===== config.mk =====
export PLATFORM = sky130hd
export DESIGN_NAME = hsv_color_bin_quantizer_top
export DESIGN_NICKNAME = d
export VERILOG_FILES = /design/src/hsvq_pkg.sv /design/src/hsvq_sector.sv /design/src/hsv_color_bin_quantizer_top.sv
export SDC_FILE = /design/constraint.sdc
export NUM_CORES = 1
export LEC_CHECK = 0
export BUFFER_PORTS_ARGS = -buffer_cell sky130_fd_sc_hd__buf_2
export CORE_ASPECT_RATIO = 1.2
export CORE_UTILIZATION = 56
export CTS_CLUSTER_SIZE = 8
export DETAILED_ROUTE_END_ITERATION = 10
export PLACE_DENSITY = 0.84
export SYNTH_ARGS = -nofsm -noshare
export SYNTH_HDL_FRONTEND = slang
export SYNTH_SLANG_ARGS = --single-unit

===== constraint.sdc =====
create_clock -name clk -period 6.61 [get_ports clk]
set_clock_uncertainty 0.15 [all_clocks]
set_input_delay 1.322 -clock clk [delete_from_list [all_inputs] [get_ports clk]]
set_output_delay 1.322 -clock clk [all_outputs]
set_load 0.05 [all_outputs]

===== src/hsvq_pkg.sv =====
// Shared types, codes and constants for the HSV color bin quantizer.
// No dependencies; used by hsvq_sector and hsv_color_bin_quantizer_top.
package hsvq_pkg;

	localparam int unsigned ChanW = 8;
	localparam int unsigned HueW  = 17;	// h*d peaks at 360*255
	localparam int unsigned BinW  = 5;
	localparam int unsigned SecW  = 3;

	// hue base angle codes (base*d term of h*d)
	localparam logic [1:0] BASE_60  = 2'd0;
	localparam logic [1:0] BASE_180 = 2'd1;
	localparam logic [1:0] BASE_300 = 2'd2;

	// sector upper bounds in degrees
	localparam logic [8:0] SEC_WRAP = 9'd327;
	localparam logic [8:0] SEC_B0   = 9'd27;
	localparam logic [8:0] SEC_B1   = 9'd56;
	localparam logic [8:0] SEC_B2   = 9'd159;
	localparam logic [8:0] SEC_B3   = 9'd202;
	localparam logic [8:0] SEC_B4   = 9'd280;

	localparam logic [ChanW-1:0] DARK_MAX = 8'd50;	// 5*mx < 255
	localparam logic [ChanW-1:0] DIM_MAX  = 8'd102;	// mx/255 <= 0.4

	typedef struct packed {
		logic [1:0]       base;
		logic             sub;	// subtract 60*e instead of add
		logic [ChanW-1:0] e;	// mx minus the selected channel
	} hue_term_t;

	typedef struct packed {
		logic       dark;
		logic       grey;
		logic       dim;
		logic       pale;
		logic [3:0] glevel;
	} class_t;

	// floor(10*mx/255) - 1 for mx >= 51
	function automatic logic [3:0] grey_level(input logic [ChanW-1:0] mx);
		logic [3:0] n;
		n = 4'd1;
		if (mx >= 8'd77)  n = n + 4'd1;
		if (mx >= 8'd102) n = n + 4'd1;
		if (mx >= 8'd128) n = n + 4'd1;
		if (mx >= 8'd153) n = n + 4'd1;
		if (mx >= 8'd179) n = n + 4'd1;
		if (mx >= 8'd204) n = n + 4'd1;
		if (mx >= 8'd230) n = n + 4'd1;
		if (mx >= 8'd255) n = n + 4'd1;
		return n;
	endfunction

endpackage


===== src/hsvq_sector.sv =====
// Hue sector decision: compares h*d against each bound times d.
// Depends on hsvq_pkg.
module hsvq_sector (
	input  logic [hsvq_pkg::HueW-1:0]  hd,
	input  logic [hsvq_pkg::ChanW-1:0] d,
	output logic [hsvq_pkg::SecW-1:0]  sector
);

	logic [hsvq_pkg::HueW-1:0] dx;
	logic [hsvq_pkg::HueW-1:0] t_wrap, t0, t1, t2, t3, t4;

	assign dx     = {{(hsvq_pkg::HueW-hsvq_pkg::ChanW){1'b0}}, d};
	assign t_wrap = hsvq_pkg::HueW'(dx * hsvq_pkg::SEC_WRAP);
	assign t0     = hsvq_pkg::HueW'(dx * hsvq_pkg::SEC_B0);
	assign t1     = hsvq_pkg::HueW'(dx * hsvq_pkg::SEC_B1);
	assign t2     = hsvq_pkg::HueW'(dx * hsvq_pkg::SEC_B2);
	assign t3     = hsvq_pkg::HueW'(dx * hsvq_pkg::SEC_B3);
	assign t4     = hsvq_pkg::HueW'(dx * hsvq_pkg::SEC_B4);

	always_comb begin
		if (hd > t_wrap || hd <= t0) sector = 3'd0;
		else if (hd <= t1)           sector = 3'd1;
		else if (hd <= t2)           sector = 3'd2;
		else if (hd <= t3)           sector = 3'd3;
		else if (hd <= t4)           sector = 3'd4;
		else                         sector = 3'd5;
	end

endmodule


===== src/hsv_color_bin_quantizer_top.sv =====
// HSV color bin quantizer top level: three-stage pipeline, RGB word in, bin word out.
// Depends on hsvq_pkg and hsvq_sector.
//
// Takes one RGB pixel word per cycle, unless in_stall holds it, and returns a color bin 0..26.
// The bin passes through three register stages to the output (throughput 1 word per cycle
// while not stalled). Stage 1 finds max, min, spread and the hue term;
// stage 2 forms h*d and the dark/grey/dim/pale tests; stage 3 picks the hue sector
// and the final bin into the output register. A stalled output word freezes the
// whole pipeline and is passed straight back to in_stall; no word is lost or repeated.
module hsv_color_bin_quantizer_top (
	input  logic                       clk,
	input  logic                       arst_n,
	input  logic                       in_valid,
	output logic                       in_stall,
	input  logic [hsvq_pkg::ChanW-1:0] red,
	input  logic [hsvq_pkg::ChanW-1:0] green,
	input  logic [hsvq_pkg::ChanW-1:0] blue,
	output logic                       out_valid,
	input  logic                       out_stall,
	output logic [hsvq_pkg::BinW-1:0]  color_bin
);

	logic adv;

	// stage 1 logic
	logic [hsvq_pkg::ChanW-1:0] mx, mn;
	hsvq_pkg::hue_term_t        term;

	logic                       v_s1;
	logic [hsvq_pkg::ChanW-1:0] mx_s1, d_s1;
	hsvq_pkg::hue_term_t        term_s1;

	// stage 2 logic
	logic [hsvq_pkg::HueW-1:0]  base_d, e60, hd;
	logic [10:0]                d5;
	logic [8:0]                 d2;
	hsvq_pkg::class_t           cls;

	logic                       v_s2;
	logic [hsvq_pkg::HueW-1:0]  hd_s2;
	logic [hsvq_pkg::ChanW-1:0] d_s2;
	hsvq_pkg::class_t           cls_s2;

	// stage 3 logic
	logic [hsvq_pkg::SecW-1:0]  sector;
	logic [hsvq_pkg::BinW-1:0]  bin;

	logic                       v_s3;
	logic [hsvq_pkg::BinW-1:0]  bin_s3;

	assign adv      = !(v_s3 && out_stall);
	assign in_stall = !adv;

	// ---- stage 1: max, min, hue term (ties: red, then green, then blue)
	always_comb begin
		mx = red;
		if (green > mx) mx = green;
		if (blue > mx)  mx = blue;
		mn = red;
		if (green < mn) mn = green;
		if (blue < mn)  mn = blue;

		if (red == mx) begin
			if (green == mn) term = '{hsvq_pkg::BASE_300, 1'b0, mx - blue};
			else             term = '{hsvq_pkg::BASE_60,  1'b1, mx - green};
		end else if (green == mx) begin
			if (blue == mn)  term = '{hsvq_pkg::BASE_60,  1'b0, mx - red};
			else             term = '{hsvq_pkg::BASE_180, 1'b1, mx - blue};
		end else begin
			if (red == mn)   term = '{hsvq_pkg::BASE_180, 1'b0, mx - green};
			else             term = '{hsvq_pkg::BASE_300, 1'b1, mx - red};
		end
	end

	always_ff @(posedge clk or negedge arst_n) begin
		if (!arst_n) begin
			v_s1 <= 1'b0;
		end else if (adv) begin
			v_s1 <= in_valid;
		end
	end

	always_ff @(posedge clk) begin
		if (adv) begin
			mx_s1   <= mx;
			d_s1    <= mx - mn;
			term_s1 <= term;
		end
	end

	// ---- stage 2: h*d and class tests
	always_comb begin
		case (term_s1.base)
			hsvq_pkg::BASE_60:  base_d = hsvq_pkg::HueW'(d_s1) * 17'd60;
			hsvq_pkg::BASE_180: base_d = hsvq_pkg::HueW'(d_s1) * 17'd180;
			hsvq_pkg::BASE_300: base_d = hsvq_pkg::HueW'(d_s1) * 17'd300;
			default:            base_d = '0;
		endcase
		e60 = hsvq_pkg::HueW'(term_s1.e) * 17'd60;
		// e never exceeds d, so the subtraction stays non-negative
		hd  = term_s1.sub ? base_d - e60 : base_d + e60;

		d5 = {3'b000, d_s1} + {1'b0, d_s1, 2'b00};
		d2 = {d_s1, 1'b0};
		cls.dark   = mx_s1 <= hsvq_pkg::DARK_MAX;
		cls.grey   = d5 < {3'b000, mx_s1};
		cls.dim    = mx_s1 <= hsvq_pkg::DIM_MAX;
		cls.pale   = d2 < {1'b0, mx_s1};
		cls.glevel = hsvq_pkg::grey_level(mx_s1);
	end

	always_ff @(posedge clk or negedge arst_n) begin
		if (!arst_n) begin
			v_s2 <= 1'b0;
		end else if (adv) begin
			v_s2 <= v_s1;
		end
	end

	always_ff @(posedge clk) begin
		if (adv) begin
			hd_s2  <= hd;
			d_s2   <= d_s1;
			cls_s2 <= cls;
		end
	end

	// ---- stage 3: sector and bin
	hsvq_sector u_sector (
		.hd     (hd_s2),
		.d      (d_s2),
		.sector (sector)
	);

	always_comb begin
		if (cls_s2.dark)      bin = 5'd0;
		else if (cls_s2.grey) bin = {1'b0, cls_s2.glevel};
		else if (cls_s2.dim)  bin = {2'b00, sector} + 5'd9;
		else if (cls_s2.pale) bin = {1'b0, sector, 1'b0} + 5'd15;
		else                  bin = {1'b0, sector, 1'b0} + 5'd16;
	end

	always_ff @(posedge clk or negedge arst_n) begin
		if (!arst_n) begin
			v_s3 <= 1'b0;
		end else if (adv) begin
			v_s3 <= v_s2;
		end
	end

	always_ff @(posedge clk) begin
		if (adv) begin
			bin_s3 <= bin;
		end
	end

	assign out_valid = v_s3;
	assign color_bin = bin_s3;

endmodule


==> results of run 1 <==
[routing by layer]
metal / global-route usage / routed length [µm] / up-vias
li1: - / - / 7552
met4: 0.280 / 5460 / 0
met3: 0.0416 / 3200 / 327
met5: 0 / 0 / -
met2: 0.628 / 28000 / 674
met1: 0.336 / 19400 / 7752
[layout by cell type (no fill, tap or decap), types with 29 or more instances in the layout]
cell type  netlist  routed
a21o_1          63      63
edfxtp_1        63      63
nand2b_1        30      29
xor2_1          53      53
inv_1          313     298
a21oi_1        129     111
nand3_1         54      52
nor2_1         117     117
buf_2            5      34
o21ai_0         79      71
xnor2_1        100     100
buf_4            5     224
fa_1           104      96
ha_1           401     387
nand2_1         85      83
[kinds of logic after synthesis]
family	after synthesis	share of synthesized area
AND/OR/NAND/NOR	423	0.122
adder cells (fa/ha/maj)	505	0.409
flip-flops	66	0.113
buffers and inverters	345	0.0778
multiplexers	21	0.0128
AO/OA/AOI/OAI	479	0.187
XOR/XNOR	154	0.0782
[cells in the mapped netlist, drive strengths merged (53+ instances only)]
master / number / share of area
o21ai: 83 / 0.024
a21oi: 130 / 0.038
fa: 104 / 0.12
xnor2: 101 / 0.051
nor2: 119 / 0.026
inv: 314 / 0.068
xor2: 53 / 0.027
ha: 401 / 0.29
a21o: 63 / 0.027
nand2: 88 / 0.020
nand3: 54 / 0.016
edfxtp: 63 / 0.11
[timing repair]
| item | in CTS | in global routing |
|---|---|---|
| pin swaps | 41 | 62 |
| setup buffers | 21 | 17 |
| resized for setup | 46 | 41 |
| endpoints found under the setup margin | 4 | 7 |
[final timing paths]
| path | endpoint | depth (start not counted) | slack, ps | startpoint |
|---|---|---|---|---|
| max | color_bin[1]$_SDFFCE_PP0N_ | 33 | -440 | d_s2[1]$_DFFE_PN_ |
| min | out_valid$_DFFE_PN0N_ | 1 | 320 | v_s2$_DFFE_PN0N_ |
| max reg2reg | color_bin[1]$_SDFFCE_PP0N_ | 33 | -440 | d_s2[1]$_DFFE_PN_ |
| min reg2reg | out_valid$_DFFE_PN0N_ | 1 | 320 | v_s2$_DFFE_PN0N_ |
| max in group asynchronous | v_s1$_DFFE_PN0N_ | 1 | 5600 | arst_n |
| min in group asynchronous | out_valid$_DFFE_PN0N_ | 1 | 600 | arst_n |
[final cells by class]
| cell class | count | share of cell area |
|---|---|---|
| Timing Repair Buffer | 270 | 0.0994 |
| Clock buffer | 9 | 0.0110 |
| Clock inverter | 7 | 0.00368 |
| Inverter | 315 | 0.0581 |
| Multi-Input combinational cell | 1582 | 0.707 |
| Tap cell | 396 | 0.0243 |
| Sequential cell | 66 | 0.0963 |
[sequential cells by signal, summed over array words and instances, names as in the netlist]
| signal | count |
|---|---|
| hd_s2 | 15 |
| color_bin | 5 |
| out_valid | 1 |
| mx_s1 | 8 |
| d_s1 | 8 |
| v_s2 | 1 |
| term_s1 | 11 |
| v_s1 | 1 |
| cls_s2 | 8 |
| d_s2 | 8 |
[per-stage QoR]
stage	hold WS [ps]	util	worst slack [ps]
global route	342	0.670	-616
floorplan	280	-	2.30
finish	321	0.670	-444
global placement	288	0.638	-224
CTS	322	0.659	-65.7
detailed placement	309	0.638	-344
==> flow_summary.yaml, run 1 <==
clock_network:
  cts_made_buffers: 9
  clk_transition_reported_paths_ps: 70
  cts-root-buf: "clkbuf_16"
  hold_buffers: 0
  tritoncts: "yes"
  latest_clock_arrival_within_the_worst_skew_pair_ps: 360
  cts.htree.levels: 3
  cts_num_sinks: 66
  number_of_buffers_on_the_longest_clock_path: 2
route:
  drcViolationCount: 0
  drtIter0Drc: 1314
  routedWlPerCell_um: 21.2
  final_antenna_net_count: 0
  via_per_inst: 6.16
  drt_pre_antenna_iters: 6
  detail_route.wirelength_um: 56100
  vias: 16300
setup_path:
  timing_worst_setup_path_type: "flip-flop to flip-flop"
  crit_end_category: "flip-flop"
  arrival_ps: 7010
  crit_buf_inv: 7
  worstSetupStartpointType: "flip-flop"
  category_of_cells_accounting_for_the_largest_share_of_critical_path_delay: "adder cells"
  critPathMaxFanout: 5
  critical-path-max-stage-delay_ps: 570
  critPathSlowestCell: "fa_1"
  worstPathRequired_ps: 6570
  crit_top_cell: "a21oi_2"
place:
  numPortBuffers: 34
  gpl.final_weighted_congestion: 1.02
  cell_count_after_placement: 2591
  place_hpwl_um: 43700
  placed_cell_area_um2: 19400
floorplan:
  design.die.area_um2: 31700
  placementRows: 70
  fp.coreArea_um2: 30500
  initial_utilization: 0.569
  die-height_um: 195
  io_pins: 35
  die_w_um: 163
layout:
  fin_area_um2: 20400
  layout.cells.non_filler: 2645
  filler_cell_count: 2287
  fin_nets: 2777
  diodes: 0
  drive_gt1_frac: 0.185
  sequential_cell_area_um2: 1970
  area_delta_synth_final_pct: 17.8
  multiInputGateArea_um2: 14400
sta:
  max_clock_freq_mhz: 142
  final.setup.tns_ps: -1340
  final.min_clock_period_ps: 7050
  final-hold-violation-count: 0
  max-slew-margin-rel: 0.370
  finalCritPeriodShare: 1.07
  drv_slew: 0
  setup_viol_count_final: 4
  worstMarginPinSlew_ps: 940
  layout_setup_ws_ps: -444
  rsz0062_at_grt: "true"
grt:
  antenna_found_initial: 0
  grt_use_total: 0.340
  grt_overflow_total: 0
  first_global_vias: 16700
  grt_pass1_wl_um: 83900
  grt_start_max_net_pins: 67
yosys:
  synth.yosys.seq_area_share: 0.113
  synth_cell_type_count: 96
  postSynthRegisterBits: 66
  synthesis.area_um2: 17300
  async_reset_ff_frac: 0.0455
  postSynthNetCount: 2526
  postSynthCellCount: 1993
  commonest_register_cell_after_synthesis: "edfxtp_1"
  syn-mean-instance-area_um2: 8.70
  yosysWarningCount: 0
  synth_enable_flop_cells: 63
min_path:
  worstHoldPathType: "flip-flop to flip-flop"
flow_run:
  cap_violations: 0
outcome:
  run_status: "finished with violations"
  violations_in_the_final_reports: "negative setup slack"
Power of run 1 is not shown: default switching activity piles up to over one toggle a cycle in this logic, so the estimate is an artifact.
==> run 2: changes to the inputs <==
--- a/config.mk
+++ b/config.mk
@@ -10,7 +10,7 @@
 export CORE_UTILIZATION = 56
 export CTS_CLUSTER_SIZE = 8
 export DETAILED_ROUTE_END_ITERATION = 10
-export PLACE_DENSITY = 0.84
+export PLACE_DENSITY = 0.81
 export SYNTH_ARGS = -nofsm -noshare
 export SYNTH_HDL_FRONTEND = slang
 export SYNTH_SLANG_ARGS = --single-unit
==> constraint.sdc (replaced) <==
create_clock -name clk -period 8.71 [get_ports clk]
set_clock_uncertainty 0.15 [all_clocks]
set_input_delay 1.742 -clock clk [delete_from_list [all_inputs] [get_ports clk]]
set_output_delay 1.742 -clock clk [all_outputs]
set_load 0.05 [all_outputs]
==> run 2 against run 1 <==
Effect of this change: the flow now finishes without violations; fmax shrank 14%; wire length down 11%; non-clock buffer count decreased by 207; sequential cell count unchanged; critical endpoint unchanged; via count decreased by 8.4%; core utilization is 6.8 points lower; sequential share of layout area grew 1.1 points; die area did not move; critical path depth is 9 lower; cell count shrank 7.8%; largest cell class unchanged; register-to-register slack gained 910 ps.
==> flow_summary.yaml, run 2 (synthesis results as in run 1) <==
outcome:
  run_status: "completed"
setup_path:
  timing.rr.start: "d_s2[5]$_DFFE_PN_"
  crit_top_cell: "ha_1"
  slack_of_the_worst_reg_to_reg_path_ps: 470
  critPathSlowestCell: "fa_1"
  crit_path_cell_chain: "fa_1 -> ha_1 -> fa_1 -> fa_1 -> ha_1 -> a21oi_1 -> nor2b_1 -> o21a_1 -> o31a_1 -> nor4_1 -> o211ai_1 -> nor3b_1 -> ha_1 -> nand4_1 -> nor4_1 -> a21oi_1 -> a32o_1 -> inv_1 -> nand3b_1 -> ha_1 -> and2_1 -> a311o_1 -> o31ai_1 -> o21ai_0"
  crit_cells: 24
  worst-r2r-cell-count: 24
  timing_worst_setup_path_type: "flip-flop to flip-flop"
  worstSetupStartpointType: "flip-flop"
  crit_buf_inv: 1
  critPathMaxFanout: 8
  crit_end_category: "flip-flop"
  arrival_ps: 8170
  reg2reg_to: "color_bin[1]$_SDFFCE_PP0N_"
  critical-path-max-stage-delay_ps: 940
  category_of_cells_accounting_for_the_largest_share_of_critical_path_delay: "adder cells"
  worstPathRequired_ps: 8640
layout:
  most_flops_register: "hd_s2"
  diodes: 0
  fin_nets: 2570
  layout.cells.most_common: "ha_1"
  most-common-layout-cells: "ha_1, inv_1, a21oi_1, nor2_1, fa_1"
  area_delta_synth_final_pct: 5.81
  filler_cell_count: 2592
  drive_gt1_frac: 0.0637
  largest_register_ff_count: 15
  largestRegisters: "hd_s2 (15), term_s1 (11)"
min_path:
  worstHoldPathCells: 1
  min_delay_worst_endpoint: "out_valid$_DFFE_PN0N_"
  timing.hold.worst.start: "v_s2$_DFFE_PN0N_"
  worstHoldPathType: "flip-flop to flip-flop"
clock_network:
  cts_num_sinks: 66
  cts_made_buffers: 9
  cts-root-buf: "clkbuf_16"
  tritoncts: "yes"
  clk_transition_reported_paths_ps: 60
  cts_setup_buffers: 0
  cts.htree.levels: 3
  latest_clock_arrival_within_the_worst_skew_pair_ps: 340
  number_of_buffers_on_the_longest_clock_path: 2
grt:
  grt_start_max_net_pins: 52
  antenna_found_initial: 0
  grt_overflow_total: 0
  first_global_vias: 15500
  grt_use_total: 0.321
  grt_pass1_wl_um: 79300
floorplan:
  die_w_um: 163
  fp.coreArea_um2: 30500
  placementRows: 70
  io_pins: 35
  initial_utilization: 0.569
  design.die.area_um2: 31700
  die-height_um: 195
sta:
  finalCritPeriodShare: 0.946
  max-slew-margin-rel: 0.222
  rsz0062_at_grt: "false"
  final.min_clock_period_ps: 8240
  setup_viol_count_final: 0
  max_clock_freq_mhz: 121
  worstMarginPinSlew_ps: 1150
  final.setup.tns_ps: 0
  drv_slew: 0
  final-hold-violation-count: 0
route:
  final_antenna_net_count: 0
  drcViolationCount: 0
  drt_pre_antenna_iters: 5
  drtIter0Drc: 947
  via_per_inst: 6.12
  detail_route.wirelength_um: 49700
  vias: 14900
  routedWlPerCell_um: 20.4
place:
  numPortBuffers: 34
  gpl.final_weighted_congestion: 1.05
  place_hpwl_um: 41200
flow_run:
  cap_violations: 0
## run 2: worst reg2reg max path, cell delays in order, from the launching register on
cell      delay, ps
edfxtp_1        740
fa_1            940
ha_1            350
fa_1            530
fa_1            500
ha_1            320
a21oi_1         300
nor2b_1          90
o21a_1          190
o31a_1          270
nor4_1          350
o211ai_1        150
nor3b_1         170
ha_1            330
nand4_1         420
nor4_1          370
a21oi_1          60
a32o_1          310
inv_1           140
nand3b_1        140
ha_1            330
and2_1          140
a311o_1         260
o31ai_1         290
o21ai_0         140
## run 2: stage by stage
step / hold WS [ps] / utilization / instances / setup WS, ps / cell area (µm²)
after floorplan: 280 / - / 1993 / 1150 / 17300
after global placement: 291 / 0.593 / 2422 / 589 / 18100
after detailed placement: 324 / 0.593 / 2422 / 462 / 18100
after CTS: 332 / 0.602 / 2438 / 688 / 18400
after global routing: 350 / 0.602 / 2438 / 45.1 / 18400
final: 324 / 0.602 / 2438 / 467 / 18400
## run 2: how the worst max path moves through the flow
stage | from | to | slack (ps)
2_1_floorplan | red[5] | term_s1[0]$_DFFE_PN_ | 1150
3_3_place_gp | red[7] | term_s1[0]$_DFFE_PN_ | 590
3_5_place_dp | red[7] | term_s1[0]$_DFFE_PN_ | 460
4_1_cts | d_s2[4]$_DFFE_PN_ | color_bin[1]$_SDFFCE_PP0N_ | 690
5_1_grt | d_s2[4]$_DFFE_PN_ | color_bin[1]$_SDFFCE_PP0N_ | 50
6_report | d_s2[5]$_DFFE_PN_ | color_bin[1]$_SDFFCE_PP0N_ | 470
## run 2: final cells by class
cell class	instances	area, µm²	area share
clock buffers	9	225	0.0123
clock inverters	7	60.1	0.00327
inverters	315	1180	0.0644
multi-input cells	1582	14000	0.765
flip-flops and latches	66	1970	0.107
well taps	396	495	0.0270
repair buffers	63	388	0.0211
## run 2: per-layer routing
layer | GRT usage | vias to the layer above | share of wire | wire length, µm
li1 | - | 7123 | - | -
met1 | 0.337 | 7078 | 0.37 | 18200
met2 | 0.568 | 503 | 0.49 | 24500
met3 | 0.0519 | 226 | 0.053 | 2650
met4 | 0.247 | 0 | 0.087 | 4300
met5 | 0 | - | 0 | 0
## run 2: what timing repair did
action	CTS	global route
gates resized for setup	0	1
setup endpoints to repair	0	1
hold buffers	0	0
Power of run 2 is left out for the same reason.
